### src/design/aldb_pkg.sv
// shared types, constants and register map of the ladder keypad decoder
package aldb_pkg;

    localparam int SAMPLE_W = 12;
    localparam int MV_W     = 12;
    localparam int TIME_W   = 32;
    localparam int LONG_W   = 16;
    localparam int EVENT_W  = 3;

    // raw*3300/4095 == raw*220/273, and the divide by 273 is a reciprocal
    // multiply: ceil(2^29/273) = 1966561, exact for raw*220 below 2^20
    localparam int SCALE_SHIFT = 29;
    localparam int SCALE_W     = 29;
    localparam int PROD_W      = SAMPLE_W + SCALE_W;
    localparam logic [SCALE_W-1:0] SCALE_MULT = 29'd432643420;

    typedef logic [EVENT_W-1:0] t_event;

    localparam t_event EV_NONE     = 3'd0;
    localparam t_event EV_SET      = 3'd1;
    localparam t_event EV_LONG_SET = 3'd2;
    localparam t_event EV_UP       = 3'd3;
    localparam t_event EV_DOWN     = 3'd4;

    localparam int REG_COUNT = 8;
    localparam int REG_IDX_W = 3;
    localparam int PADDR_W   = 5;

    typedef logic [REG_IDX_W-1:0] t_reg_idx;

    localparam t_reg_idx REG_RELEASE  = 3'd0;
    localparam t_reg_idx REG_SET_LOW  = 3'd1;
    localparam t_reg_idx REG_SET_HIGH = 3'd2;
    localparam t_reg_idx REG_UP_LOW   = 3'd3;
    localparam t_reg_idx REG_UP_HIGH  = 3'd4;
    localparam t_reg_idx REG_DN_LOW   = 3'd5;
    localparam t_reg_idx REG_DN_HIGH  = 3'd6;
    localparam t_reg_idx REG_LONG     = 3'd7;

    typedef struct packed {
        logic [MV_W-1:0]   release_level_mv;
        logic [MV_W-1:0]   set_band_low_mv;
        logic [MV_W-1:0]   set_band_high_mv;
        logic [MV_W-1:0]   up_band_low_mv;
        logic [MV_W-1:0]   up_band_high_mv;
        logic [MV_W-1:0]   down_band_low_mv;
        logic [MV_W-1:0]   down_band_high_mv;
        logic [LONG_W-1:0] long_press_ms;
    } t_cfg;

    localparam logic [MV_W-1:0]   RST_RELEASE  = 12'd3000;
    localparam logic [MV_W-1:0]   RST_SET_LOW  = 12'd100;
    localparam logic [MV_W-1:0]   RST_SET_HIGH = 12'd600;
    localparam logic [MV_W-1:0]   RST_UP_LOW   = 12'd900;
    localparam logic [MV_W-1:0]   RST_UP_HIGH  = 12'd1400;
    localparam logic [MV_W-1:0]   RST_DN_LOW   = 12'd1700;
    localparam logic [MV_W-1:0]   RST_DN_HIGH  = 12'd2200;
    localparam logic [LONG_W-1:0] RST_LONG     = 16'd5000;

    function automatic logic in_band(input logic [MV_W-1:0] mv,
                                     input logic [MV_W-1:0] lo,
                                     input logic [MV_W-1:0] hi);
        return (mv > lo) && (mv < hi);
    endfunction

endpackage

### src/design/aldb_scale.sv
// converts a raw ladder sample to millivolts by reciprocal multiplication
module aldb_scale (
    input  logic [aldb_pkg::SAMPLE_W-1:0] i_raw,
    output logic [aldb_pkg::MV_W-1:0]     o_mv
);
    import aldb_pkg::*;

    logic [PROD_W-1:0] prod;

    assign prod = {{SCALE_W{1'b0}}, i_raw} * {{SAMPLE_W{1'b0}}, SCALE_MULT};
    assign o_mv = prod[SCALE_SHIFT +: MV_W];

endmodule

### src/design/aldb_lane.sv
// one key channel: band classification, hold tracking and event choice
module aldb_lane #(
    parameter int REPEAT_MS = 500
) (
    input  logic                        i_clk,
    input  logic                        i_rst_n,
    input  logic                        i_en,
    input  logic [aldb_pkg::MV_W-1:0]   i_mv,
    input  logic [aldb_pkg::TIME_W-1:0] i_now,
    input  aldb_pkg::t_cfg              i_cfg,
    output aldb_pkg::t_event            o_event
);
    import aldb_pkg::*;

    logic              r_held, n_held;
    logic [TIME_W-1:0] r_start, n_start;
    logic [MV_W-1:0]   r_prev;
    logic [TIME_W-1:0] elapsed;
    logic [TIME_W-1:0] long_ms;
    logic              released, set_in, up_in, dn_in, prev_set;

    assign elapsed  = i_now - r_start;
    assign long_ms  = {{(TIME_W-LONG_W){1'b0}}, i_cfg.long_press_ms};
    assign released = i_mv > i_cfg.release_level_mv;
    assign set_in   = in_band(i_mv, i_cfg.set_band_low_mv, i_cfg.set_band_high_mv);
    assign up_in    = in_band(i_mv, i_cfg.up_band_low_mv, i_cfg.up_band_high_mv);
    assign dn_in    = in_band(i_mv, i_cfg.down_band_low_mv, i_cfg.down_band_high_mv);
    assign prev_set = in_band(r_prev, i_cfg.set_band_low_mv, i_cfg.set_band_high_mv);

    always_comb begin
        n_held  = r_held;
        n_start = r_start;
        o_event = EV_NONE;
        priority if (released) begin
            n_held = 1'b0;
            if (r_held && prev_set && (elapsed < long_ms)) begin
                o_event = EV_SET;
            end
        end else if (set_in) begin
            if (!r_held) begin
                n_held  = 1'b1;
                n_start = i_now;
            end else if (elapsed > long_ms) begin
                o_event = EV_LONG_SET;
            end
        end else if (up_in || dn_in) begin
            if (!r_held) begin
                n_held  = 1'b1;
                n_start = i_now;
            end else if (elapsed > TIME_W'(REPEAT_MS)) begin
                n_start = i_now;
                o_event = up_in ? EV_UP : EV_DOWN;
            end
        end else begin
            // pressed but outside every band: state stays as it is and no event is raised
        end
    end

    always_ff @(posedge i_clk) begin
        if (!i_rst_n) begin
            r_held  <= 1'b0;
            r_start <= '0;
            r_prev  <= '0;
        end else if (i_en) begin
            r_held  <= n_held;
            r_start <= n_start;
            r_prev  <= i_mv;
        end
    end

endmodule

### src/design/adc_ladder_button_decoder.sv
// two-channel resistor ladder keypad decoder with stream ports and apb registers
// pipeline: stage 1 scaling, then the lane update into the output register
// throughput: one poll per cycle while the output is not stalled, and the lane
//   state read-modify-write closes within one stage
// reset: synchronous active-low i_rst_n clears lane state, pipeline valids and loads
//   the register reset values; no clearing pass is needed
module adc_ladder_button_decoder #(
    parameter int REPEAT_MS = 500
) (
    input  logic                          i_clk,
    input  logic                          i_rst_n,
    // input stream
    input  logic                          i_s_tvalid,
    output logic                          o_s_tready,
    // tdata, low bit up: right_sample[11:0], left_sample[23:12], now_ms[55:24]
    input  logic [55:0]                   i_s_tdata,
    // output stream
    output logic                          o_m_tvalid,
    input  logic                          i_m_tready,
    // tdata, low bit up: right_event[2:0], left_event[5:3], zero pad[7:6]
    output logic [7:0]                    o_m_tdata,
    // apb register port
    input  logic                          psel,
    input  logic                          penable,
    input  logic                          pwrite,
    input  logic [aldb_pkg::PADDR_W-1:0]  paddr,
    input  logic [31:0]                   pwdata,
    output logic [31:0]                   prdata,
    output logic                          pready
);
    import aldb_pkg::*;

    // ---------------- configuration registers ----------------
    t_cfg     r_cfg;
    t_reg_idx reg_idx;
    logic     cfg_wr;

    assign pready  = 1'b1;
    assign reg_idx = paddr[2 +: REG_IDX_W];
    assign cfg_wr  = psel && penable && pwrite && pready;

    always_ff @(posedge i_clk) begin
        if (!i_rst_n) begin
            r_cfg.release_level_mv  <= RST_RELEASE;
            r_cfg.set_band_low_mv   <= RST_SET_LOW;
            r_cfg.set_band_high_mv  <= RST_SET_HIGH;
            r_cfg.up_band_low_mv    <= RST_UP_LOW;
            r_cfg.up_band_high_mv   <= RST_UP_HIGH;
            r_cfg.down_band_low_mv  <= RST_DN_LOW;
            r_cfg.down_band_high_mv <= RST_DN_HIGH;
            r_cfg.long_press_ms     <= RST_LONG;
        end else if (cfg_wr) begin
            unique case (reg_idx)
                REG_RELEASE:  r_cfg.release_level_mv  <= pwdata[MV_W-1:0];
                REG_SET_LOW:  r_cfg.set_band_low_mv   <= pwdata[MV_W-1:0];
                REG_SET_HIGH: r_cfg.set_band_high_mv  <= pwdata[MV_W-1:0];
                REG_UP_LOW:   r_cfg.up_band_low_mv    <= pwdata[MV_W-1:0];
                REG_UP_HIGH:  r_cfg.up_band_high_mv   <= pwdata[MV_W-1:0];
                REG_DN_LOW:   r_cfg.down_band_low_mv  <= pwdata[MV_W-1:0];
                REG_DN_HIGH:  r_cfg.down_band_high_mv <= pwdata[MV_W-1:0];
                REG_LONG:     r_cfg.long_press_ms     <= pwdata[LONG_W-1:0];
                default:      ;
            endcase
        end
    end

    always_comb begin
        unique case (reg_idx)
            REG_RELEASE:  prdata = {20'd0, r_cfg.release_level_mv};
            REG_SET_LOW:  prdata = {20'd0, r_cfg.set_band_low_mv};
            REG_SET_HIGH: prdata = {20'd0, r_cfg.set_band_high_mv};
            REG_UP_LOW:   prdata = {20'd0, r_cfg.up_band_low_mv};
            REG_UP_HIGH:  prdata = {20'd0, r_cfg.up_band_high_mv};
            REG_DN_LOW:   prdata = {20'd0, r_cfg.down_band_low_mv};
            REG_DN_HIGH:  prdata = {20'd0, r_cfg.down_band_high_mv};
            REG_LONG:     prdata = {16'd0, r_cfg.long_press_ms};
            default:      prdata = '0;
        endcase
    end

    // ---------------- stage 1: millivolt scaling ----------------
    logic [MV_W-1:0]   mv_r, mv_l;
    logic              r_s1_valid;
    logic [MV_W-1:0]   r_s1_mv_r, r_s1_mv_l;
    logic [TIME_W-1:0] r_s1_now;
    logic              advance;
    logic              lane_en;

    aldb_scale u_scale_r (
        .i_raw (i_s_tdata[11:0]),
        .o_mv  (mv_r)
    );

    aldb_scale u_scale_l (
        .i_raw (i_s_tdata[23:12]),
        .o_mv  (mv_l)
    );

    // the output register frees up when empty or when its transaction completes
    assign advance    = !o_m_tvalid || i_m_tready;
    // stage 1 takes a new poll when empty or when it moves on this cycle
    assign o_s_tready = !r_s1_valid || advance;
    assign lane_en    = r_s1_valid && advance;

    always_ff @(posedge i_clk) begin
        if (!i_rst_n) begin
            r_s1_valid <= 1'b0;
        end else if (o_s_tready) begin
            r_s1_valid <= i_s_tvalid;
        end
    end

    always_ff @(posedge i_clk) begin
        if (o_s_tready && i_s_tvalid) begin
            r_s1_mv_r <= mv_r;
            r_s1_mv_l <= mv_l;
            r_s1_now  <= i_s_tdata[55:24];
        end
    end

    // ---------------- stage 2: per-channel lanes ----------------
    // lane state only moves when the poll leaves stage 1, so a stall never
    // replays an update
    t_event ev_r, ev_l;

    aldb_lane #(.REPEAT_MS(REPEAT_MS)) u_lane_r (
        .i_clk   (i_clk),
        .i_rst_n (i_rst_n),
        .i_en    (lane_en),
        .i_mv    (r_s1_mv_r),
        .i_now   (r_s1_now),
        .i_cfg   (r_cfg),
        .o_event (ev_r)
    );

    aldb_lane #(.REPEAT_MS(REPEAT_MS)) u_lane_l (
        .i_clk   (i_clk),
        .i_rst_n (i_rst_n),
        .i_en    (lane_en),
        .i_mv    (r_s1_mv_l),
        .i_now   (r_s1_now),
        .i_cfg   (r_cfg),
        .o_event (ev_l)
    );

    // ---------------- merge into the output register ----------------
    logic       r_out_valid;
    logic [7:0] r_out_data;

    always_ff @(posedge i_clk) begin
        if (!i_rst_n) begin
            r_out_valid <= 1'b0;
        end else if (advance) begin
            r_out_valid <= r_s1_valid;
        end
    end

    always_ff @(posedge i_clk) begin
        if (lane_en) begin
            r_out_data <= {2'b00, ev_l, ev_r};
        end
    end

    assign o_m_tvalid = r_out_valid;
    assign o_m_tdata  = r_out_data;

    // ---------------- assertions ----------------
    // a full stage 1 behind a stalled output must hold off new input
    a_no_overrun: assert property (@(posedge i_clk) disable iff (!i_rst_n)
        (r_s1_valid && o_m_tvalid && !i_m_tready) |-> !o_s_tready)
        else $error("input accepted while pipeline is full and stalled");

    // an accepted poll always lands in stage 1
    a_accept_lands: assert property (@(posedge i_clk) disable iff (!i_rst_n)
        (i_s_tvalid && o_s_tready) |=> r_s1_valid)
        else $error("accepted transaction lost before stage 1");

    // a poll leaving stage 1 becomes a valid result
    a_result_follows: assert property (@(posedge i_clk) disable iff (!i_rst_n)
        lane_en |=> o_m_tvalid)
        else $error("lane result not presented on output");

    // only defined event codes reach the output
    a_event_codes: assert property (@(posedge i_clk) disable iff (!i_rst_n)
        o_m_tvalid |-> (o_m_tdata[2:0] <= EV_DOWN) && (o_m_tdata[5:3] <= EV_DOWN))
        else $error("undefined event code on output");

endmodule
### config.mk
export PLATFORM = sky130hd
export DESIGN_NAME = adc_ladder_button_decoder
export DESIGN_NICKNAME = d
export VERILOG_FILES = /design/src/design/aldb_pkg.sv /design/src/design/aldb_scale.sv /design/src/design/aldb_lane.sv /design/src/design/adc_ladder_button_decoder.sv
export SDC_FILE = /design/constraint.sdc
export NUM_CORES = 2
export LEC_CHECK = 0
export BUFFER_PORTS_ARGS = -buffer_cell sky130_fd_sc_hd__buf_2
export CORE_ASPECT_RATIO = 1.4
export CORE_MARGIN = 5
export CORE_UTILIZATION = 25
export CTS_CLUSTER_SIZE = 24
export DETAILED_ROUTE_END_ITERATION = 8
export GPL_TIMING_DRIVEN = 0
export PLACE_DENSITY = 0.38
export SLEW_MARGIN = 20
export SYNTH_ARGS = -nofsm -noshare
export SYNTH_HDL_FRONTEND = slang
export SYNTH_SLANG_ARGS = --single-unit
### constraint.sdc
create_clock -name i_clk -period 6.1 [get_ports i_clk]
set_input_delay 1.525 -clock i_clk [delete_from_list [all_inputs] [get_ports i_clk]]
set_output_delay 1.525 -clock i_clk [all_outputs]
set_load 0.02 [all_outputs]
# After elaboration in Yosys (flattened, before gate mapping)
# Cells that the tools add are included.
# word_totals
ff_bits	254
in_bits	100
output_inout_bits	43
# op_classes
n_addsub	2
n_mul	2
n_lt_le_gt_ge	24
n_eq_ne	11
n_mux	35
n_bitwise	2
n_reduce_logical	39
# ops
cell	count
$mux W32	10
$pmux W32 S8	1
$gt A12 B12 Y1	10
$lt A12 B12 Y1	8
$mul A12 B27 Y39 const B	2
$gt A32 B16 Y1	2
$gt A32 B9 Y1 const B	2
$lt A32 B16 Y1	2
$sub A32 B32 Y32	2
$mux W3	14
$reduce_and A2 Y1	10
$logic_and A1 B1 Y1	16
$eq A3 B3 Y1 const B	4
$reduce_and A5 Y1	2
$mux W1	8
$ne A2 B2 Y1 const B	4
$eq A3 B2 Y1 const B	2
$reduce_bool A3 Y1	2
$logic_or A1 B1 Y1	4
$mux W2	2
$reduce_bool A2 Y1	2
$eq A3 B1 Y1 const B	1
$logic_not A3 Y1	1
$logic_not A1 Y1	2
$not A1 Y1	2

# Logic depth before layout (Yosys ltp)
# depth
word_depth	8
ltp_mapped	20
ltp_nobuf	20

# Cells and area by module
# Synthesis repeated with hierarchy kept, for this count alone.
# unflattened
hier_cells	3646
area_unflattened_um2	31129.9
# modules_own_cells
module	n_inst	cells_each	area_each_um2
aldb_lane (u_lane_l)	1	956	7144.4
adc_ladder_button_decoder	1	665	6831.6
aldb_lane (u_lane_r)	1	882	6767.7
aldb_scale (u_scale_r)	1	564	5196.2
aldb_scale (u_scale_l)	1	579	5190.0

# Worst setup path before layout
# No wires, ideal clock.
# synth_path
path_kind	input to register
start	in i_s_tdata[21]
end	reg r_s1_mv_l[11] (data pin)
setup_time_ns	0.262
arrival_time_ns	6.023
required_ns	5.838
setup_slack_ns	-0.185
cell_stages	19
path_buffers	0
path_cell_list	fa_1 > fa_1 > inv_1 > fa_1 > inv_1 > fa_1 > inv_1 > fa_1 > inv_1 > ha_1 > a21o_1 > a21oi_1 > nand4_1 > a21oi_1 > o211ai_1 > o211ai_1 > nand2_1 > a211oi_1 > xnor2_1
# synth_between
elab_chain_cells	1
# synth_lines
element	line	rtl
start: declaration	adc_ladder_button_decoder.sv:16	input logic [55:0] i_s_tdata,
$mul A12 B27 Y39	aldb_scale.sv:10	assign prod = {{SCALE_W{1'b0}}, i_raw} * {{SAMPLE_W{1'b0}}, SCALE_MULT};
named net mv_l[11]	adc_ladder_button_decoder.sv:82	logic [MV_W-1:0] mv_r, mv_l;
end signal: assignment	adc_ladder_button_decoder.sv:116	r_s1_mv_l <= mv_l;
end: declaration	adc_ladder_button_decoder.sv:84	logic [MV_W-1:0] r_s1_mv_r, r_s1_mv_l;
# The timed path passes the listed nets, and every way through them passes these cells.
# A chain may end at the register's enable or synchronous reset.

# Final worst setup path
# layout_path
start	in i_s_tdata[23]
end	reg r_s1_mv_l[4] (data pin)
# The elaborated chain is that of the path after synthesis.

==> qor.yml <==
power_and_ir_drop:
  swShare_pct: 46.0
  p_sw_w: 0.00536
  clockPowerShare_pct: 18.1
  vdd_drop_max_mv: 0.225
  pwr-share-comb_pct: 60.1
  power.density_mw_per_mm2: 351
  p_leak_nw: 15.5
  intPower_w: 0.00629
  pwr-share-seq_pct: 21.7
  power_w: 0.0117
yosys:
  synthArstFlopShare_pct: 0
  synth_common_cells: "inv_1 (573), ha_1 (519), nand2_1 (410), a21oi_1 (242), fa_1 (210)"
  yosysMostFrequentCell: "inv_1"
  synth_edf_count: 62
  ys_seq_elements: 254
  syn-instance-count: 3359
  ys.flop_type: "dfxtp_1"
  yosys_warnings: 0
  post-synth-top-area-fraction_pct: 22.3
  netlist_area_sq_mm: 0.0292
  yosysTopAreaCell: "ha_1"
  ys_seq_area_share_pct: 19.6
  ys_types: 90
  synth_area_per_cell_sq_um: 8.68
  synth.area.top_cells: "ha_1 (22%), fa_1 (14%), dfxtp_1 (13%), inv_1 (7.4%), edfxtp_1 (6.4%)"
drt:
  wl_met2_mm: 56.9
  dr.pass1.iters: 5
  route.layer.met1.wl_mm: 44.4
  routed.top_layer: "met5"
  wl_mm: 107
  remaining_drc_errors: 0
  postRouteAntennaNets: 0
  drtIter0Drc: 1028
  viasPerCell: 4.70
  wl_per_cell_microns: 21.3
  vias: 23700
  wl_met3_mm: 2.88
die:
  die_area_sq_mm: 0.124
  ios: 143
  fp.dieW_microns: 299
  die_h_microns: 414
  initial_core_util_pct: 25.1
  coreArea_sq_mm: 0.116
  rows: 148
worst_setup_path:
  path_cells: "buf_12 -> fa_2 -> buf_4 -> fa_1 -> inv_1 -> fa_1 -> inv_1 -> fa_1 -> inv_1 -> fa_1 -> inv_1 -> ha_4 -> a21o_1 -> a21oi_4 -> nand4_1 -> a21oi_4 -> o211ai_1 -> buf_4 -> o21a_1 -> a21o_1 -> a211oi_2 -> nor2_1"
  crit_slowest_cell: "fa_1"
  critPathCaptureType: "flop"
  critical_path_required_ps: 6450
  criticalPathCategory: "input pin to flop"
  arrival_ps: 6360
  worst-path-max-fanout: 4
  critPathMaxStageDelay_ps: 550
  startpoint_type: "input pin"
placed_design:
  place_congestion: 0.909
  io_buffers: 91
  dp_hpwl_mm: 89.2
  dp_slack_ps: -1300
timing:
  relSlewSlack_pct: 22.8
  final.min_clock_period_ps: 6010
  worstMarginPinSlew_ps: 1160
  setup_ws_ps: 92.8
  setup_viol: 0
  tns_ps: 0
  final-hold-violation-count: 0
  finClkSkew_ps: 17.4
  report.final.slew_viol_count: 0
  rsz0062_at_grt: "yes"
  clock.fmax_mhz: 166
  fin_crit_sh_pct: 98.5
cells_and_area:
  synthToLayoutAreaGrowth_pct: 13.9
  drive_gt1_share_pct: 8.24
  n_antenna_cell: 0
  final_nets: 4347
  final_util_pct: 28.6
clocking:
  clock_path_buffers: 3
  path_clk_slew_ps: 60
  cts_tree: "done"
  numCtsBuffers: 30
  cts-root-buf: "clkbuf_16"
  holdBufCountCts: 0
  cts.sinks: 254
  htree_levels: 1
  clock_latency_ps: 610
status:
  status: "finished clean"
grt:
  grt_max_degree: 32
  antenna_found_initial: 4
  grt_pass1_vias: 24700
  grt_overflow: 0
  grtUsageTotal_pct: 16.9
  grt_first_pass_wirelength_mm: 159
flow_run:
  drv_cap: 0
worst_hold_path:
  hp-class: "flop to flop"
==> sequential cells by signal, summed over array words and instances (netlist names) <==
| name | cells |
|---|---|
| u_lane_r.r_held | 1 |
| u_lane_l.r_prev | 12 |
| u_lane_l.r_held | 1 |
| o_m_tdata | 6 |
| o_m_tvalid | 1 |
| r_s1_valid | 1 |
| u_lane_r.r_start | 32 |
| u_lane_l.r_start | 32 |
| r_cfg | 100 |
| r_s1_now | 32 |
| r_s1_mv_r | 12 |
| u_lane_r.r_prev | 12 |
| r_s1_mv_l | 12 |
==> metrics by stage <==
step	hold WS, ps	cell area, sq um	std cells
2_1_floorplan	436	29200	3376
3_3_place_gp	444	31600	4967
3_5_place_dp	448	31600	4968
4_1_cts	457	32900	5030
5_1_grt	479	33200	5042
6_report	456	33200	5042
==> cell usage in the layout (no fill, tap or decap), drive strengths merged, types with 22 or more instances in the layout <==
cell type	n
a211oi	24
a21o	107
a21oi	242
and3	22
buf	146
clkbuf	121
dfxtp	192
edfxtp	62
fa	210
ha	519
inv	578
mux2i	80
nand2	410
nand2b	25
nand3	35
nand4	53
nor2	119
nor2b	32
nor3	33
o211ai	64
o21a	42
o21ai	92
xnor2	37
xor2	24
==> worst max-delay path: cells and delay by family <==
kind                     cells  cell delay [ps]
adder cells (fa/ha/maj)      6             2690
AO/OA/AOI/OAI                7             1270
buffers and inverters        7              640
AND/OR/NAND/NOR              2              230
==> repair_timing <==
| item | in CTS | in global routing |
|---|---|---|
| hold endpoints to repair | 0 | 0 |
| resized for setup | 32 | 69 |
| buffers inserted | 6 | 13 |
| setup endpoints to repair | 20 | 19 |
| pin swaps | 25 | 60 |
==> path summary, 6_finish.rpt <==
kind                    startpoint                                end  slack (ps)  cells past startpoint
min reg2reg  r_cfg[4]$_SDFFE_PN0P_              r_cfg[4]$_SDFFE_PN0P_         460                      2
max                  i_s_tdata[23]             r_s1_mv_l[4]$_DFFE_PP_          90                     22
max reg2reg  r_s1_now[0]$_DFFE_PP_  u_lane_l.r_start[21]$_SDFFE_PN0P_         680                     15
min          r_cfg[4]$_SDFFE_PN0P_              r_cfg[4]$_SDFFE_PN0P_         460                      2
==> layer usage <==
metal	vias to the layer above	track usage, %
met5	-	0
met4	6	4.52
met3	125	1.33
met2	382	32.5
met1	11400	20.0
li1	11800	-
==> cell type report <==
cell class                      instances  area, sq um
Multi-Input combinational cell       2431        21100
Tap cell                             1500         1880
Sequential cell                       254         5710
Fill cell                           12500        82900
Clock buffer                           40          902
Inverter                              574         2160
Buffer                                117          597
Clock inverter                         16          226
Timing Repair Buffer                  110          684
==> power groups by stage <==
stage	Combinational [W]	Clock, W	Sequential [W]
2_1_floorplan	0.00487	0	0.00223
3_3_place_gp	0.00674	0	0.00257
3_5_place_dp	0.00672	0	0.00257
4_1_cts	0.00697	0.00219	0.00254
5_1_grt	0.00814	0.00223	0.00254
6_report	0.00701	0.00211	0.00253
==> kinds of logic (layout without fill, tap and decap cells) <==
group | count (synthesis) | count (layout) | share of synthesized area (%)
adders and majority gates | 729 | 729 | 36.7
and+or+nand+nor | 802 | 802 | 12.7
AOI/OAI and AO/OA | 732 | 732 | 16.5
DFF | 254 | 254 | 19.6
buffers and inverters | 691 | 857 | 9.44
xor gates and xnor gates | 61 | 61 | 1.83
other | 2 | 19 | 0.0258
muxes | 88 | 88 | 3.25
Note: power is estimated with default switching activity, not from simulation.
